<file path="src/rtl/core/ffc_pkg.sv">
// ----------------------------------------------------------------------------
// ffc_pkg
// Operation codes, constants and a shared rounding helper for the float format converter.
// ----------------------------------------------------------------------------
package ffc_pkg;

   typedef enum logic [2:0] {
      FUNC_F32_F16  = 3'd0,
      FUNC_F16_F32  = 3'd1,
      FUNC_F32_BF16 = 3'd2,
      FUNC_F32_E4M3 = 3'd3,
      FUNC_E4M3_F32 = 3'd4
   } func_type;

   localparam logic [31:0] F32_EXP_MASK  = 32'h7F80_0000;
   localparam logic [31:0] F32_QNAN      = 32'h7FC0_0000;
   localparam logic [31:0] BF16_HI_MASK  = 32'hFFFF_0000;
   localparam logic [31:0] BF16_QUIET    = 32'h0001_0000;
   localparam logic [15:0] F16_INF       = 16'h7C00;
   localparam logic [7:0]  E4M3_MAX      = 8'h7E;
   localparam logic [7:0]  E4M3_NAN      = 8'h7F;
   localparam logic [7:0]  EXP_BIAS_DIFF = 8'd112;

   // Round-to-nearest-even on a 24-bit significand shifted right by sh.
   function automatic logic [23:0] rne_shr(input logic [23:0] v, input logic [5:0] sh);
      logic [23:0] t;
      logic [23:0] rem;
      logic [23:0] half;
      logic [23:0] mask;
      if (sh == 6'd0) return v;
      if (sh >= 6'd24) begin
         // only the sticky/half compare matters: result is 0 or 1
         if (sh == 6'd24 && v > 24'h80_0000) return 24'd1;
         return 24'd0;
      end
      t    = v >> sh;
      mask = (24'd1 << sh) - 24'd1;
      rem  = v & mask;
      half = 24'd1 << (sh - 6'd1);
      if (rem > half) return t + 24'd1;
      if (rem < half) return t;
      return t + {23'd0, t[0]};
   endfunction

endpackage

</file>
<file path="src/rtl/core/float_format_converter_top.sv">
// ----------------------------------------------------------------------------
// float_format_converter_top
// Converts f32 to and from f16 and e4m3fn, and f32 to bf16, RNE on narrowing.
// ----------------------------------------------------------------------------
// One conversion per clock while the response is not stalled:
// stage 1 decodes fields and picks a rounding shift, stage 2 rounds, stage 3
// packs special cases and exponent carries into the result. Each stage has its
// own valid bit; a stall on rsp_ freezes the full pipe, and a bubble in any
// stage is filled while the output waits, so req_stall is high only when the
// whole pipe is occupied and the response is held.
module float_format_converter_top (
   input  logic        clock,
   input  logic        reset,
   input  logic        req_valid,
   output logic        req_stall,
   input  logic [2:0]  req_func,
   input  logic [31:0] req_source_bits,
   output logic        rsp_valid,
   input  logic        rsp_stall,
   output logic [31:0] rsp_result_bits
);

   // stage enables: a stage advances when the one after it is empty or moves
   logic v1_ff, v2_ff, v3_ff;
   logic en1, en2, en3;
   assign en3 = !v3_ff || !rsp_stall;
   assign en2 = !v2_ff || en3;
   assign en1 = !v1_ff || en2;
   assign req_stall = !en1;

   // ---------------- stage 1: decode
   logic [2:0]  f1_ff;  logic [31:0] s1_ff;
   logic [23:0] sig1_ff, sig1_in;   // significand to round
   logic [5:0]  sh1_ff, sh1_in;     // rounding shift
   always_comb begin
      logic [7:0] ex;
      logic [22:0] fr;
      ex = req_source_bits[30:23];
      fr = req_source_bits[22:0];
      sig1_in = {1'b0, fr};
      sh1_in  = 6'd0;
      unique case (req_func)
         ffc_pkg::FUNC_F32_F16: begin
            if (ex >= 8'd113) begin
               sig1_in = {1'b0, fr}; sh1_in = 6'd13;
            end else if (ex >= 8'd102) begin
               // half exponent in -10..0: shift = 14 - hexp = 126 - ex
               sig1_in = {1'b1, fr};
               sh1_in  = 6'(8'd126 - ex);
            end
         end
         ffc_pkg::FUNC_F32_E4M3: begin
            if (ex >= 8'd121) begin
               sig1_in = {1'b0, fr}; sh1_in = 6'd20;
            end else if (ex != 8'd0) begin
               sig1_in = {1'b1, fr};
               sh1_in  = (ex < 8'd117) ? 6'd25 : 6'(8'd141 - ex);
            end
         end
         default: ;
      endcase
   end

   always_ff @(posedge clock) begin
      if (reset) v1_ff <= 1'b0;
      else if (en1) v1_ff <= req_valid;
      if (en1) begin
         f1_ff <= req_func; s1_ff <= req_source_bits;
         sig1_ff <= sig1_in; sh1_ff <= sh1_in;
      end
   end

   // ---------------- stage 2: round
   logic [2:0]  f2_ff;  logic [31:0] s2_ff;
   logic [23:0] r2_ff;
   logic [31:0] bf2_ff;
   always_ff @(posedge clock) begin
      if (reset) v2_ff <= 1'b0;
      else if (en2) v2_ff <= v1_ff;
      if (en2) begin
         f2_ff <= f1_ff; s2_ff <= s1_ff;
         r2_ff <= ffc_pkg::rne_shr(sig1_ff, sh1_ff);
         bf2_ff <= s1_ff + 32'h7FFF + {31'd0, s1_ff[16]};
      end
   end

   // ---------------- stage 3: pack
   logic [31:0] res3_ff, res3_in;
   always_comb begin
      logic [7:0]  ex;
      logic [22:0] fr;
      logic        sg;
      logic [7:0]  hexp;
      logic [4:0]  e8;
      logic [15:0] fh;
      logic [4:0]  p;
      logic [9:0]  hfr;
      ex = s2_ff[30:23]; fr = s2_ff[22:0]; sg = s2_ff[31];
      res3_in = 32'd0;
      hexp = 8'd0; e8 = 5'd0; fh = s2_ff[15:0]; p = 5'd0; hfr = 10'd0;
      unique case (f2_ff)
         ffc_pkg::FUNC_F32_F16: begin
            if (ex == 8'hFF) begin
               hfr = (fr[22:13] == 10'd0 && fr != 23'd0) ? 10'd1 : fr[22:13];
               res3_in = {16'd0, sg, 5'h1F, hfr};
            end else if (ex >= 8'd143) begin
               res3_in = {16'd0, sg, ffc_pkg::F16_INF[14:0]};
            end else if (ex >= 8'd113) begin
               hexp = ex - ffc_pkg::EXP_BIAS_DIFF;
               if (r2_ff[10]) hexp = hexp + 8'd1;
               if (hexp >= 8'd31) res3_in = {16'd0, sg, ffc_pkg::F16_INF[14:0]};
               else res3_in = {16'd0, sg, hexp[4:0], r2_ff[9:0] & {10{!r2_ff[10]}}};
            end else if (ex >= 8'd102) begin
               if (r2_ff >= 24'h400) res3_in = {16'd0, sg, 15'h0400};
               else res3_in = {16'd0, sg, r2_ff[14:0]};
            end else res3_in = {16'd0, sg, 15'd0};
         end
         ffc_pkg::FUNC_F16_F32: begin
            if (fh[14:10] == 5'd0) begin
               if (fh[9:0] != 10'd0) begin
                  for (int i = 0; i < 10; i++) if (fh[i]) p = 5'(i);
                  res3_in[31] = fh[15];
                  res3_in[30:23] = 8'({3'd0, p} + 8'd103);
                  res3_in[22:0] = 23'({13'd0, fh[9:0]} << (5'd23 - p));
               end else res3_in = {fh[15], 31'd0};
            end else if (fh[14:10] == 5'h1F)
               res3_in = {fh[15], 8'hFF, fh[9:0], 13'd0};
            else
               res3_in = {fh[15], 8'({3'd0, fh[14:10]} + ffc_pkg::EXP_BIAS_DIFF),
                          fh[9:0], 13'd0};
         end
         ffc_pkg::FUNC_F32_BF16: begin
            if ((s2_ff & ffc_pkg::F32_EXP_MASK) == ffc_pkg::F32_EXP_MASK)
               res3_in = (fr != 23'd0) ? ((s2_ff | ffc_pkg::BF16_QUIET) & ffc_pkg::BF16_HI_MASK)
                                       : (s2_ff & ffc_pkg::BF16_HI_MASK);
            else res3_in = bf2_ff & ffc_pkg::BF16_HI_MASK;
         end
         ffc_pkg::FUNC_F32_E4M3: begin
            if (ex == 8'hFF)
               res3_in = {24'd0, sg, (fr == 23'd0) ? ffc_pkg::E4M3_MAX[6:0]
                                                   : ffc_pkg::E4M3_NAN[6:0]};
            else if (s2_ff[30:0] == 31'd0 || ex == 8'd0) res3_in = {24'd0, sg, 7'd0};
            else if (ex >= 8'd136) res3_in = {24'd0, sg, ffc_pkg::E4M3_MAX[6:0]};
            else if (ex >= 8'd121) begin
               e8 = 5'(ex - 8'd120);
               if (r2_ff[3]) e8 = e8 + 5'd1;
               if (e8 >= 5'd16 || (e8 == 5'd15 && !r2_ff[3] && r2_ff[2:0] == 3'd7))
                  res3_in = {24'd0, sg, ffc_pkg::E4M3_MAX[6:0]};
               else res3_in = {24'd0, sg, e8[3:0], r2_ff[2:0] & {3{!r2_ff[3]}}};
            end else if (r2_ff >= 24'd8) res3_in = {24'd0, sg, 7'h08};
            else res3_in = {24'd0, sg, 4'd0, r2_ff[2:0]};
         end
         ffc_pkg::FUNC_E4M3_F32: begin
            if (s2_ff[6:3] == 4'd0) begin
               if (s2_ff[2:0] != 3'd0) begin
                  for (int i = 0; i < 3; i++) if (s2_ff[i]) p = 5'(i);
                  res3_in = {s2_ff[7], 8'({3'd0, p} + 8'd118),
                             23'({20'd0, s2_ff[2:0]} << (5'd23 - p))};
               end else res3_in = {s2_ff[7], 31'd0};
            end else if (s2_ff[6:0] == 7'h7F) res3_in = ffc_pkg::F32_QNAN;
            else res3_in = {s2_ff[7], 8'({4'd0, s2_ff[6:3]} + 8'd120), s2_ff[2:0], 20'd0};
         end
         default: res3_in = 32'd0;
      endcase
   end

   always_ff @(posedge clock) begin
      if (reset) v3_ff <= 1'b0;
      else if (en3) v3_ff <= v2_ff;
      if (en3) res3_ff <= res3_in;
   end

   assign rsp_valid       = v3_ff;
   assign rsp_result_bits = res3_ff;

   // a held response does not change
   a_hold: assert property (@(posedge clock) disable iff (reset)
      rsp_valid && rsp_stall |=> rsp_valid && $stable(rsp_result_bits))
      else $error("response changed under stall");
   // input is refused only when the output is stalled
   a_stall: assert property (@(posedge clock) disable iff (reset)
      req_stall |-> rsp_valid && rsp_stall)
      else $error("spurious request stall");
   // a full pipe must stall the request when the response waits
   a_full: assert property (@(posedge clock) disable iff (reset)
      v1_ff && v2_ff && v3_ff && rsp_stall |-> req_stall)
      else $error("overrun of full pipe");

endmodule
</file>
<file path="config.mk">
export PLATFORM = sky130hd
export DESIGN_NAME = float_format_converter_top
export DESIGN_NICKNAME = d
export VERILOG_FILES = /design/src/rtl/core/ffc_pkg.sv /design/src/rtl/core/float_format_converter_top.sv
export SDC_FILE = /design/constraint.sdc
export NUM_CORES = 1
export LEC_CHECK = 0
export BUFFER_PORTS_ARGS = -buffer_cell sky130_fd_sc_hd__buf_2
export CAP_MARGIN = 20
export CORE_ASPECT_RATIO = 2
export CORE_UTILIZATION = 55
export DETAILED_ROUTE_END_ITERATION = 10
export PLACE_DENSITY = 0.75
export SLEW_MARGIN = 20
export SYNTH_ARGS = -nofsm -noshare
export SYNTH_HDL_FRONTEND = slang
export SYNTH_SLANG_ARGS = --single-unit
</file>
<file path="constraint.sdc">
create_clock -name clock -period 5.7 [get_ports clock]
set_input_delay 1.14 -clock clock [delete_from_list [all_inputs] [get_ports clock]]
set_output_delay 1.14 -clock clock [all_outputs]
set_load 0.005 [all_outputs]
</file>
# --- Word level (Yosys, flattened, before mapping) ---
# Index checks and enable logic that the tools add are counted.
classes:
  add_sub_neg: 18
  n_lt_le_gt_ge: 17
  muxes: 88
  n_bitwise: 3
  eq_ne: 11
  n_shift: 5
  reduce_logical: 29
ops:
  columns: ["operator", "count"]
  rows:
  - ["2-to-1 mux 24 bit", 14]
  - ["case mux 32 bit (5 select lines)", 1]
  - ["2-to-1 mux 31 bit", 4]
  - ["2-to-1 mux 5 bit", 20]
  - ["2-to-1 mux 32 bit", 3]
  - ["2-to-1 mux 15 bit", 6]
  - [">= comparator 8 x 7 -> 1 bit, second input constant", 6]
  - ["case mux 24 bit (2 select lines)", 1]
  - ["<< shifter 1 x 6 -> 24 bit, first input constant", 2]
  - ["2-to-1 mux 8 bit", 5]
  - ["2-to-1 mux 7 bit", 5]
  - ["adder 32 x 1 -> 32 bit", 1]
  - ["adder 32 x 15 -> 32 bit, second input constant", 1]
  - ["zero test 31 bit", 1]
  - ["2-to-1 mux 6 bit", 5]
  - ["adder 24 x 1 -> 24 bit", 1]
  - ["adder 24 x 1 -> 24 bit, second input constant", 1]
  - ["adder 5 x 7 -> 8 bit, second input constant", 3]
  - ["AND 24 bit", 1]
  - [">= comparator 24 x 11 -> 1 bit, second input constant", 1]
  - [">= comparator 24 x 4 -> 1 bit, second input constant", 1]
  - ["greater-than comparator 24 bit", 1]
  - ["greater-than comparator 24 bit, second input constant", 1]
  - ["< comparator 24 bit", 1]
  - ["47 further kinds", 85]
totals:
  inputBits: 39
  reg_bits: 191
  wordCells: 183
  out_inout_bits: 34

# --- Depth between registers and ports, before layout ---
# Gate-level depths: netlist (run 1).
logic_depth:
  word_depth: 18
  mapped_depth: 24
  ltp_nobuf: 20

# --- Least setup slack after synthesis (run 1) ---
# No wires, ideal clock.
synth_path:
  path_kind: "register to register"
  from: "register sh1_ff[1]"
  to: "register r2_ff[20] (data pin)"
  period_less_slack_ps: 4842
  path_slack_ps: 858
  setup_time_ps: 257
  n_path_buf: 4
  stages_incl_launch_ff: 22
  required_time_ps: 5443
  arrival_ps: 4585
  cell_sequence: "edfxtp_1 -> buf_4 -> buf_6 -> buf_6 -> clkbuf_1 -> nor3_1 -> and2_1 -> inv_1 -> ha_1 -> o21ai_0 -> nor2_1 -> xnor2_1 -> and2_1 -> ha_1 -> nand4_1 -> nor4_1 -> o31ai_1 -> nand2_1 -> nand4_2 -> nor4_2 -> xor2_1 -> a32o_1"
synth_between:
  elab_chain_cells: 14
  elab_cells_between_ends: 41
  cone_classes: "add/sub (4); order compare (3); eq/ne (1); shift (3); mux (27); bitwise (1); reduce/logical (2)"
synth_lines:
  columns: ["item", "line", "source"]
  rows:
  - ["from (decl)", "float_format_converter_top.sv:34", "logic [5:0] sh1_ff, sh1_in;"]
  - ["from (signal assigned)", "float_format_converter_top.sv:69", "sig1_ff <= sig1_in; sh1_ff <= sh1_in;"]
  - ["branches (longest 13 deep; another with subtractor 24 x 1 -> 24 bit)", null, null]
  - ["2-to-1 mux 24 bit *", "ffc_pkg.sv:31", "if (sh >= 6'd24) begin"]
  - ["to (signal assigned)", "float_format_converter_top.sv:82", "r2_ff <= ffc_pkg::rne_shr(sig1_ff, sh1_ff);"]
  - ["to (decl)", "float_format_converter_top.sv:75", "logic [23:0] r2_ff;"]
# Every way passes the cells marked *. The select of a mux whose other input is x is not followed.
# A chain may end at the register's enable or synchronous reset.

# --- Worst setup path in the final report (run 1) ---
layout_path:
  from: "register sh1_ff[2]"
  to: "register r2_ff[18] (data pin)"
# The elaborated chain is that of the path after synthesis.

==> run metrics, run 1 <==
fin util 62.4%; remaining global-route overflow 0; Setup Viol. Count Final 0; Final Wtd Congestion 1.07; maximum vdd drop 305 µV; period utilization 85.7%; Cell Int Power 2.15 mW; #FFs+latches synth 152; Synth Flop Type edfxtp_1; post-CTS sizing 0; initial detailed-routing violation count 658; fin cells 1372; PortBufs 72; fin crit period 4.89 ns; Netlist cell types 90; worst endpoint required time 5.88 ns; wire length per cell 25.6 µm; CTS buffer count 17; core area 0.0188 mm²; count of final hold-check violations 0; Pleak 4.51 nW; Cells after Synth 1052; post-synth net total 1135; cell total after placement 1339; DRT Wirelength 35100 µm; clk sinks 152; first-pass GRT wire length 53300 µm; initial antenna violation count 1; final worst-path setup slack 0.814 ns; Boundary Pins 73; Row Count 71; Switching Fraction 30.9%; Hold Crit Class reg -> reg; Worst-Skew Late Latency 0.44 ns; clock buffer depth 2; number of enable flip-flop cells after synthesis 149; Clock transition at path regs 0.07 ns; sequential area share after synthesis 43.0%; WP data arrival 5.07 ns; main combinational cell family by area after synthesis simple AND/OR/NAND/NOR gates; cell area after synthesis 0.0106 mm²; H-tree levels 4; Initial Util 56.0%; DR pass1 iterations 6; P_sw 0.961 mW; vias in the first global route 9014; Worst-Margin Slew 0.922 ns; largest net degree at the start of global routing 48; outcome complete, no violations; Die Ht 198 µm; RSZ-0062 raised after global routing false; setup TNS 0 ns; Clk pwr share 37.1%; vias per cell 6.60; Synth Warn # 0; ANT nets after route 0; Die Wd 100 µm; post-synthesis compound-gate area fraction 15.4%; fraction of synthesized cell area in xor and xnor cells 4.48%; normalized max-slew margin 38.5%; drt drc 0; Clock Skews 0.0113 ns; adder-cell share of the synthesized area 5.22%; Max-Cap Viols 0; Seq pwr share 45.3%; DP HPWL 26400 µm; synthesized area per cell 10.0 µm²; Startpoint Class flop; # nets final 1186; final slew viol count 0; share of layout cells above drive strength 1 16.7%; multiplexer area fraction after synthesis 8.41%; ys async rst share 0%; WS Path Type reg -> reg; post-cts hold buffer count 0; via count 9056; Combinational Power Share 17.6%; Clock Tree Root clkbuf_16; Post-Synth Simple-Gate Area 19.7%; Die Area 0.0198 mm²; Worst Path Max Fanout 10; PD cells 265 mW/mm²; total track usage 37.6%; Layout fillers 1618; CTS tree built; Peak Freq 0.205 GHz; area grow syn2layout 11.3%; Critical Path End Type flop; post-placement setup slack 0.897 ns; post-CTS setup repair buffer count 0
-- worst paths after layout --
path                       start                   to  slack [ns]  cells after the start
max          sh1_ff[2]$_DFFE_PN_  r2_ff[18]$_DFFE_PP_        0.81                     17
min           f1_ff[1]$_DFFE_PN_   f2_ff[1]$_DFFE_PP_        0.42                      0
max reg2reg  sh1_ff[2]$_DFFE_PN_  r2_ff[18]$_DFFE_PP_        0.81                     17
min reg2reg   f1_ff[1]$_DFFE_PN_   f2_ff[1]$_DFFE_PP_        0.42                      0
-- placed cells by master, fill, tap and decap left out, drive strengths merged, types with 9 or more instances in the layout --
cell	Yosys	final
a21oi	64	64
a31oi	11	11
and2	20	20
and3	13	13
buf	15	95
clkbuf	48	17
edfxtp	149	149
ha	44	44
inv	28	35
mux2	9	9
mux2i	29	29
mux4	21	21
nand2	138	138
nand2b	10	10
nand3	33	33
nand4	21	21
nor2	67	67
nor2b	15	15
nor3	26	26
nor4	22	22
o21ai	78	78
o22ai	14	14
xnor2	32	32
xor2	22	22
-- metrics by stage --
| step | total power, mW | hold slack [ns] | instance area (µm²) |
|---|---|---|---|
| 3_5_place_dp | 1.96 | 0.406 | 11100 |
| 6_report | 3.11 | 0.423 | 11700 |
| 3_3_place_gp | 1.95 | 0.403 | 11100 |
| 2_1_floorplan | 1.75 | 0.400 | 10600 |
| 4_1_cts | 3.10 | 0.424 | 11700 |
| 5_1_grt | 3.21 | 0.431 | 11700 |
-- state kept, by name (all words and copies together) (netlist names) --
signal	count
v1_ff	1
v2_ff	1
rsp_result_bits	32
r2_ff	24
f2_ff	3
s1_ff	32
sh1_ff	6
bf2_ff	16
s2_ff	32
f1_ff	3
sig1_ff	1
rsp_valid	1
-- cell families (layout without fill, tap and decap cells) --
logic type | Yosys count | in the layout
flops | 152 | 152
other cells | 1 | 2
xor+xnor | 54 | 54
mux | 59 | 59
simple gates | 400 | 400
fa+ha+maj | 44 | 44
buf+inv | 92 | 156
compound gates | 250 | 250
-- synth_stat cells, types with 4 or more instances --
cell type  number  area [µm²]
xor2_1         22         193
a22o_1          5        43.8
o221ai_1        7        61.3
nand2_1       137         514
mux4_1          5         131
edfxtp_1      149        4470
xnor2_1        32         280
mux2i_1        28         280
nor3_1         24         120
a32o_1          4        40.0
mux2_2          9         101
nor2b_1        15        93.8
ha_1           44         551
buf_2           5        25.0
o21ai_1        13        65.1
or3_1           8        50.1
o211ai_1        7        52.6
a31oi_1        11        68.8
clkbuf_1       47         176
nor3b_1         4        30.0
o31ai_1         4        30.0
nor4_2          4        50.1
a21boi_0        6        45.0
nand3b_1        6        45.0
nor2_1         67         251
inv_1          27         101
and3_1         13        81.3
mux4_2         16         360
a21o_1          5        37.5
a22oi_1         5        37.5
a21oi_1        62         310
nand2b_1       10        62.6
and4_1          4        35.0
and2_1         18         113
o311ai_0        4        35.0
o21ai_0        65         325
o22ai_1        13        81.3
nand3_1        33         165
nor4_1         17         106
a221o_1         7        70.1
nand4_1        17         106
-- routing by layer --
layer	track usage, %	routed length (µm)	up-vias
met3	6.46	1950	189
met4	34.5	3570	0
met2	67.7	18700	478
li1	-	-	4090
met1	35.2	10800	4299
met5	0	0	-
-- area by class of cell --
type                       count  area (µm²)  area share, %
clock buffer                  17         425           3.62
sequential                   152        4530           38.6
clock inverter                15         198           1.68
inverter                      29         109          0.927
tap                          255         319           2.72
timing repair buffer          95         533           4.54
antenna                        1        2.50         0.0213
multi-input combinational    808        5620           47.9
-- worst max-delay path, cell delays in order (launching register included) --
cell and delay (ns):
edfxtp_1 0.51, nor3_1 0.44, and2_1 0.22, inv_1 0.11, ha_1 0.28, o21ai_0 0.18
nor2_1 0.17, and4_1 0.23, nor3_1 0.18, ha_1 0.19, nand4_1 0.18, nor4_1 0.39
o31ai_1 0.17, nand2_1 0.27, nand4_2 0.36, nor4_1 0.44, mux2i_1 0.23, o21ai_1 0.08
-- power groups by stage --
stage / registers, mW / logic (mW) / clock network, mW
after floorplan: 1.37 / 0.381 / 0
after global placement: 1.42 / 0.524 / 0
after CTS: 1.40 / 0.532 / 1.17
after detailed placement: 1.43 / 0.529 / 0
final: 1.41 / 0.546 / 1.15
after global routing: 1.41 / 0.595 / 1.20
Note: power is estimated with default switching activity, not from simulation.
==> inputs of run 2 (changes only) <==
Settings changed: BUFFER_PORTS_ARGS -buffer_cell sky130_fd_sc_hd__buf_2 to unset, DONT_BUFFER_PORTS set to 1, PLACE_DENSITY 0.75 to 0.71.
==> run metrics, run 2 (synthesis gave the netlist of run 1 again) <==
outcome complete, no violations (unchanged); setup TNS 0 ns (unchanged); PortBufs 0 (was 72); Worst-Margin Slew 0.920 ns (was 0.922 ns); largest net degree at the start of global routing 49 (was 48); reg2reg end r2_ff[18]$_DFFE_PP_ (unchanged); WP data arrival 5.20 ns (was 5.07 ns); crit path capture r2_ff[18]$_DFFE_PP_ (unchanged); Buf+Inv Stages, Crit Path 1 (unchanged); first-pass GRT wire length 51300 µm (was 53300 µm); area grow syn2layout 7.78% (was 11.3%); worst r2r src sh1_ff[1]$_DFFE_PN_ (was sh1_ff[2]$_DFFE_PN_); post-CTS sizing 0 (unchanged); Inserted Diodes 0 (was 1); WS Path Type reg -> reg (unchanged); post-cts hold buffer count 0 (unchanged); Die Wd 100 µm (unchanged); hold depth 0 (unchanged); core area 0.0188 mm² (unchanged); clock buffer depth 2 (unchanged); clk sinks 152 (unchanged); family with the most delay on the worst path simple AND/OR/NAND/NOR gates (unchanged); Crit path top cell by count nand2_1; post-CTS setup repair buffer count 0 (unchanged); Pleak 4.18 nW (was 4.51 nW); Critical Path End Type flop (unchanged); slowest cell on the critical path edfxtp_1 (unchanged); final slew viol count 0 (unchanged); RSZ-0062 raised after global routing false (unchanged); Worst-Skew Late Latency 0.44 ns (about the same); CTS tree built (unchanged); normalized max-slew margin 38.4% (was 38.5%); maximum vdd drop 305 µV (about the same); wire length per cell 26.7 µm (was 25.6 µm); ANT nets after route 0 (unchanged); drt drc 0 (unchanged); Setup crit start sh1_ff[1]$_DFFE_PN_ (was sh1_ff[2]$_DFFE_PN_); Startpoint Class flop (unchanged); worst reg2reg path depth 19 (was 17); vias in the first global route 8469 (was 9014); Hold Crit Class reg -> reg (unchanged); fin util 60.4% (was 62.4%); # nets final 1113 (was 1186); count of final hold-check violations 0 (unchanged); DR pass1 iterations 7 (was 6); Peak Freq 0.199 GHz (was 0.205 GHz); Final Wtd Congestion 1.05 (was 1.07); initial detailed-routing violation count 827 (was 658); Clock Skews 0.0130 ns (was 0.0113 ns); Initial Util 56.0% (unchanged); WP depth 19 (was 17); Largest stage delay, worst path 0.71 ns (was 0.51 ns); CP Cell Sequence nor3_1 -> and2_1 -> inv_1 -> ha_1 -> o21a_1 -> nand2_1 -> nand2_1 -> o21ai_0 -> a21oi_1 -> nor2_1 -> ha_1 -> nand4_1 -> nor4_1 -> o31ai_1 -> nand2_1 -> nand4_2 -> nor4_1 -> mux2i_1 -> o21ai_1 (was nor3_1 -> and2_1 -> inv_1 -> ha_1 -> o21ai_0 -> nor2_1 -> and4_1 -> nor3_1 -> ha_1 -> nand4_1 -> nor4_1 -> o31ai_1 -> nand2_1 -> nand4_2 -> nor4_1 -> mux2i_1 -> o21ai_1); most common cell after layout, fill and taps aside edfxtp_1 (unchanged); H-tree levels 4 (unchanged); CTS buffer count 17 (unchanged); commonest cells after routing, fill and taps aside 149 x edfxtp_1, 136 x nand2_1, 67 x nor2_1 (was 149 x edfxtp_1, 136 x nand2_1, 72 x buf_2); Clock Tree Root clkbuf_16 (unchanged); remaining global-route overflow 0 (unchanged); initial antenna violation count 0 (was 1); Max-Cap Viols 0 (unchanged); Row Count 71 (unchanged); total track usage 36.6% (was 37.6%); DP HPWL 26000 µm (was 26400 µm); share of layout cells above drive strength 1 10.9% (was 16.7%); setup slack, reg-to-reg 0.69 ns (was 0.81 ns); period utilization 88.0% (was 85.7%); vias per cell 6.74 (was 6.60); Die Ht 198 µm (unchanged); Setup Viol. Count Final 0 (unchanged); PD cells 269 mW/mm² (was 265 mW/mm²); via count 8745 (was 9056); DRT Wirelength 34600 µm (was 35100 µm); Clock transition at path regs 0.07 ns (about the same); Layout fillers 1596 (was 1618); fin crit period 5.01 ns (was 4.89 ns); Boundary Pins 73 (unchanged); Die Area 0.0198 mm² (unchanged); Worst Path Max Fanout 15 (was 10); worst endpoint required time 5.88 ns (about the same)
==> run 2: where the power goes <==
group          internal, mW  switching [mW]
sequential             1.31           0.112
combinational         0.190           0.316
clock                 0.599           0.535
==> run 2: worst min-delay path by stage <==
| stage | start | endpoint | slack [ns] |
|---|---|---|---|
| 2_1_floorplan | f1_ff[0]$_DFFE_PN_ | f2_ff[0]$_DFFE_PP_ | 0.40 |
| 3_3_place_gp | f1_ff[1]$_DFFE_PN_ | f2_ff[1]$_DFFE_PP_ | 0.41 |
| 3_5_place_dp | f1_ff[1]$_DFFE_PN_ | f2_ff[1]$_DFFE_PP_ | 0.42 |
| 4_1_cts | f1_ff[1]$_DFFE_PN_ | f2_ff[1]$_DFFE_PP_ | 0.43 |
| 5_1_grt | f1_ff[1]$_DFFE_PN_ | f2_ff[1]$_DFFE_PP_ | 0.43 |
| 6_report | f1_ff[1]$_DFFE_PN_ | f2_ff[1]$_DFFE_PP_ | 0.42 |
==> run 2: metal layers <==
layer  up-vias  track usage, %  part of all wire, %  wire length, µm
li1       3943               -                    -                -
met1      4152            33.9                   31            10600
met2       460            66.2                   53            18200
met3       190            6.78                  6.0             2080
met4         0            33.3                   11             3760
met5         -               0                    0                0
==> run 2: cell type report <==
class | count | area (µm²) | share of cell area [%]
clock buffers | 17 | 425 | 3.74
clock inverters | 15 | 194 | 1.70
inverters | 29 | 109 | 0.957
multi-input cells | 808 | 5630 | 49.5
flip-flops and latches | 152 | 4530 | 39.9
well taps | 255 | 319 | 2.80
repair buffers | 22 | 165 | 1.45
==> run 2: through the flow <==
stage / area, µm² / total power, mW / setup slack [ns] / hold slack (ns) / cells
floorplan: 10600 / 1.75 / 0.858 / 0.400 / 1052
global placement: 10700 / 1.92 / 0.919 / 0.412 / 1266
global route: 11400 / 3.15 / 0.288 / 0.433 / 1298
detailed placement: 10800 / 1.93 / 0.814 / 0.424 / 1266
finish: 11400 / 3.06 / 0.686 / 0.424 / 1298
CTS: 11400 / 3.05 / 0.801 / 0.427 / 1298
==> inputs of run 3 (changes only) <==
Settings changed: CAP_MARGIN 20 to unset, PLACE_DENSITY 0.71 to 0.74.
Clock period 5.7 ns to 4.42 ns, I/O delays scaled along.
==> run metrics, run 3 (synthesis gave the netlist of run 1 again) <==
outcome complete, no violations (unchanged); largest net degree at the start of global routing 43 (was 49); worst r2r src sh1_ff[4]$_DFFE_PN_ (was sh1_ff[1]$_DFFE_PN_); DR pass1 iterations 5 (was 7); initial detailed-routing violation count 759 (was 827); Worst Path Max Fanout 13 (was 15); Boundary Pins 73 (unchanged); CP Cell Sequence buf_4 -> buf_4 -> nor2_1 -> buf_4 -> and2_1 -> nand3_1 -> o21ai_0 -> nand2_1 -> a21boi_0 -> ha_1 -> a21oi_1 -> o21ai_0 -> a221oi_1 -> o21a_1 -> nand2_2 -> nand4_4 -> nor4b_2 -> xor2_1 -> o21ai_1 (was nor3_1 -> and2_1 -> inv_1 -> ha_1 -> o21a_1 -> nand2_1 -> nand2_1 -> o21ai_0 -> a21oi_1 -> nor2_1 -> ha_1 -> nand4_1 -> nor4_1 -> o31ai_1 -> nand2_1 -> nand4_2 -> nor4_1 -> mux2i_1 -> o21ai_1); vias in the first global route 8687 (was 8469); reg2reg end r2_ff[19]$_DFFE_PP_ (was r2_ff[18]$_DFFE_PP_); DRT Wirelength 36100 µm (was 34600 µm); CTS tree built (unchanged); Setup crit start sh1_ff[4]$_DFFE_PN_ (was sh1_ff[1]$_DFFE_PN_); PD cells 345 mW/mm² (was 269 mW/mm²); # nets final 1142 (was 1113); period utilization 95.2% (was 88.0%); Combinational Power Share 17.5% (was 16.5%); fin crit period 4.21 ns (was 5.01 ns); Die Ht 198 µm (unchanged); worst endpoint required time 4.59 ns (was 5.88 ns); worst reg2reg path depth 19 (unchanged); vias per cell 6.76 (was 6.74); final worst-path setup slack 0.211 ns (was 0.686 ns); Worst-Margin Slew 1.06 ns (was 0.920 ns); Crit path top cell by count buf_4 (was nand2_1); remaining global-route overflow 0 (unchanged); Switching Fraction 31.1% (was 31.5%); via count 8978 (was 8745); ANT nets after route 0 (unchanged); final slew viol count 0 (unchanged); Largest stage delay, worst path 0.43 ns (was 0.71 ns); clock buffer depth 2 (unchanged); PortBufs 0 (unchanged); Worst-Skew Late Latency 0.45 ns (was 0.44 ns); Clock Skews 0.0123 ns (was 0.0130 ns); P_sw 1.26 mW (was 0.963 mW); Initial Util 56.0% (unchanged); Max-Cap Viols 0 (unchanged); DP HPWL 27200 µm (was 26000 µm); Clock transition at path regs 0.07 ns (about the same); WP data arrival 4.38 ns (was 5.20 ns); Cell Int Power 2.78 mW (was 2.10 mW); core area 0.0188 mm² (unchanged); H-tree levels 4 (unchanged); wire length per cell 27.2 µm (was 26.7 µm); area grow syn2layout 10.9% (was 7.78%); commonest cells after routing, fill and taps aside 149 x edfxtp_1, 134 x nand2_1, 66 x nor2_1 (was 149 x edfxtp_1, 136 x nand2_1, 67 x nor2_1); setup slack, reg-to-reg 0.21 ns (was 0.69 ns); slowest cell on the critical path edfxtp_1 (unchanged); Hold Crit Class reg -> reg (unchanged); clk sinks 152 (unchanged); drt drc 0 (unchanged); Setup Viol. Count Final 0 (unchanged); Final Wtd Congestion 1.04 (was 1.05); Seq pwr share 45.3% (was 46.4%); HP Start f1_ff[0]$_DFFE_PN_ (was f1_ff[1]$_DFFE_PN_); most common cell after layout, fill and taps aside edfxtp_1 (unchanged); hold depth 0 (unchanged); Die Wd 100 µm (unchanged); Peak Freq 0.238 GHz (was 0.199 GHz); maximum vdd drop 311 µV (was 305 µV); share of layout cells above drive strength 1 13.9% (was 10.9%); normalized max-slew margin 27.5% (was 38.4%); Die Area 0.0198 mm² (unchanged); Critical Path End Type flop (unchanged); CTS buffer count 17 (unchanged); WS Path Type reg -> reg (unchanged); post-cts hold buffer count 0 (unchanged); Clock Tree Root clkbuf_16 (unchanged); count of final hold-check violations 0 (unchanged); Clk pwr share 37.3% (was 37.1%); Worst Hold Path EP f2_ff[0]$_DFFE_PP_ (was f2_ff[1]$_DFFE_PP_); post-placement setup slack 0.0526 ns (was 0.814 ns); Final Total Pwr 4.03 mW (was 3.06 mW); Startpoint Class flop (unchanged); Row Count 71 (unchanged); first-pass GRT wire length 52500 µm (was 51300 µm); initial antenna violation count 0 (unchanged); total track usage 37.7% (was 36.6%); Pleak 4.36 nW (was 4.18 nW)
## run 3: cell types whose count changed in the layout (fill, tap and decap cells not counted), moves of 2 or more
cell / previous run / this run
buf_4: 22 / 48
buf_12: 0 / 2
nand2_2: 2 / 4
nor3_1: 24 / 22
clkinvlp_4: 0 / 2
nor3_4: 0 / 2
inv_6: 2 / 0
nand2_1: 136 / 134
nor4_4: 1 / 3
nor4_1: 17 / 15
## run 3: metrics by stage
stage                     utilization (%)  hold WS, ns  instance area [µm²]  setup TNS, ns  cells
after global routing                 62.1        0.433                11700        -0.0420   1327
final                                62.1        0.428                11700              0   1328
after CTS                            61.6        0.432                11600              0   1320
after floorplan                         -        0.400                10600              0   1052
after global placement               58.2        0.418                11000              0   1288
after detailed placement             58.2        0.427                11000              0   1288
## run 3: what timing repair did
| action | in CTS | in global routing |
|---|---|---|
| setup endpoints to repair | 0 | 19 |
| setup buffers | 0 | 6 |
| resized for setup | 0 | 9 |
## run 3: critical path, delay by kind of cell, from the launching register on
| kind | cells | cell delay [ns] |
|---|---|---|
| and+or+nand+nor | 7 | 1.46 |
| AOI/OAI and AO/OA | 7 | 1.11 |
| buffers and inverters | 3 | 0.57 |
| DFF | 1 | 0.43 |
| adders and majority gates | 1 | 0.19 |
| xor gates and xnor gates | 1 | 0.18 |
## run 3: area by class of cell
cell class / instances / area (µm²)
antenna: 1 / 2.50
clock buffer: 17 / 425
clock inverter: 15 / 208
fill: 1614 / 7130
inverter: 29 / 109
multi-input combinational: 809 / 5710
sequential: 152 / 4530
tap: 255 / 319
timing repair buffer: 50 / 400
## run 3: worst max-delay path by stage
| stage | endpoint | slack [ns] | depth (start not counted) |
|---|---|---|---|
| after global routing | r2_ff[20]$_DFFE_PP_ | -0.02 | 20 |
| after floorplan | r2_ff[20]$_DFFE_PP_ | 0.002 | 21 |
| after global placement | r2_ff[18]$_DFFE_PP_ | 0.18 | 19 |
| after detailed placement | r2_ff[18]$_DFFE_PP_ | 0.05 | 19 |
| final | r2_ff[19]$_DFFE_PP_ | 0.21 | 19 |
| after CTS | r2_ff[18]$_DFFE_PP_ | 0.05 | 19 |
## run 3: power by group through the flow
stage	combinational (mW)	sequential, mW	clock [mW]
6_report	0.705	1.83	1.50
5_1_grt	0.758	1.83	1.57
4_1_cts	0.670	1.82	1.52
3_5_place_dp	0.667	1.85	0
3_3_place_gp	0.663	1.85	0
2_1_floorplan	0.497	1.76	0
## run 3: metal layers
metal | global-route usage, % | vias to the layer above | wire length, µm
met5 | 0 | - | 0
met4 | 38.3 | 0 | 3960
met3 | 6.60 | 185 | 2090
met2 | 67.7 | 460 | 18900
met1 | 34.0 | 4319 | 11100
li1 | - | 4014 | -
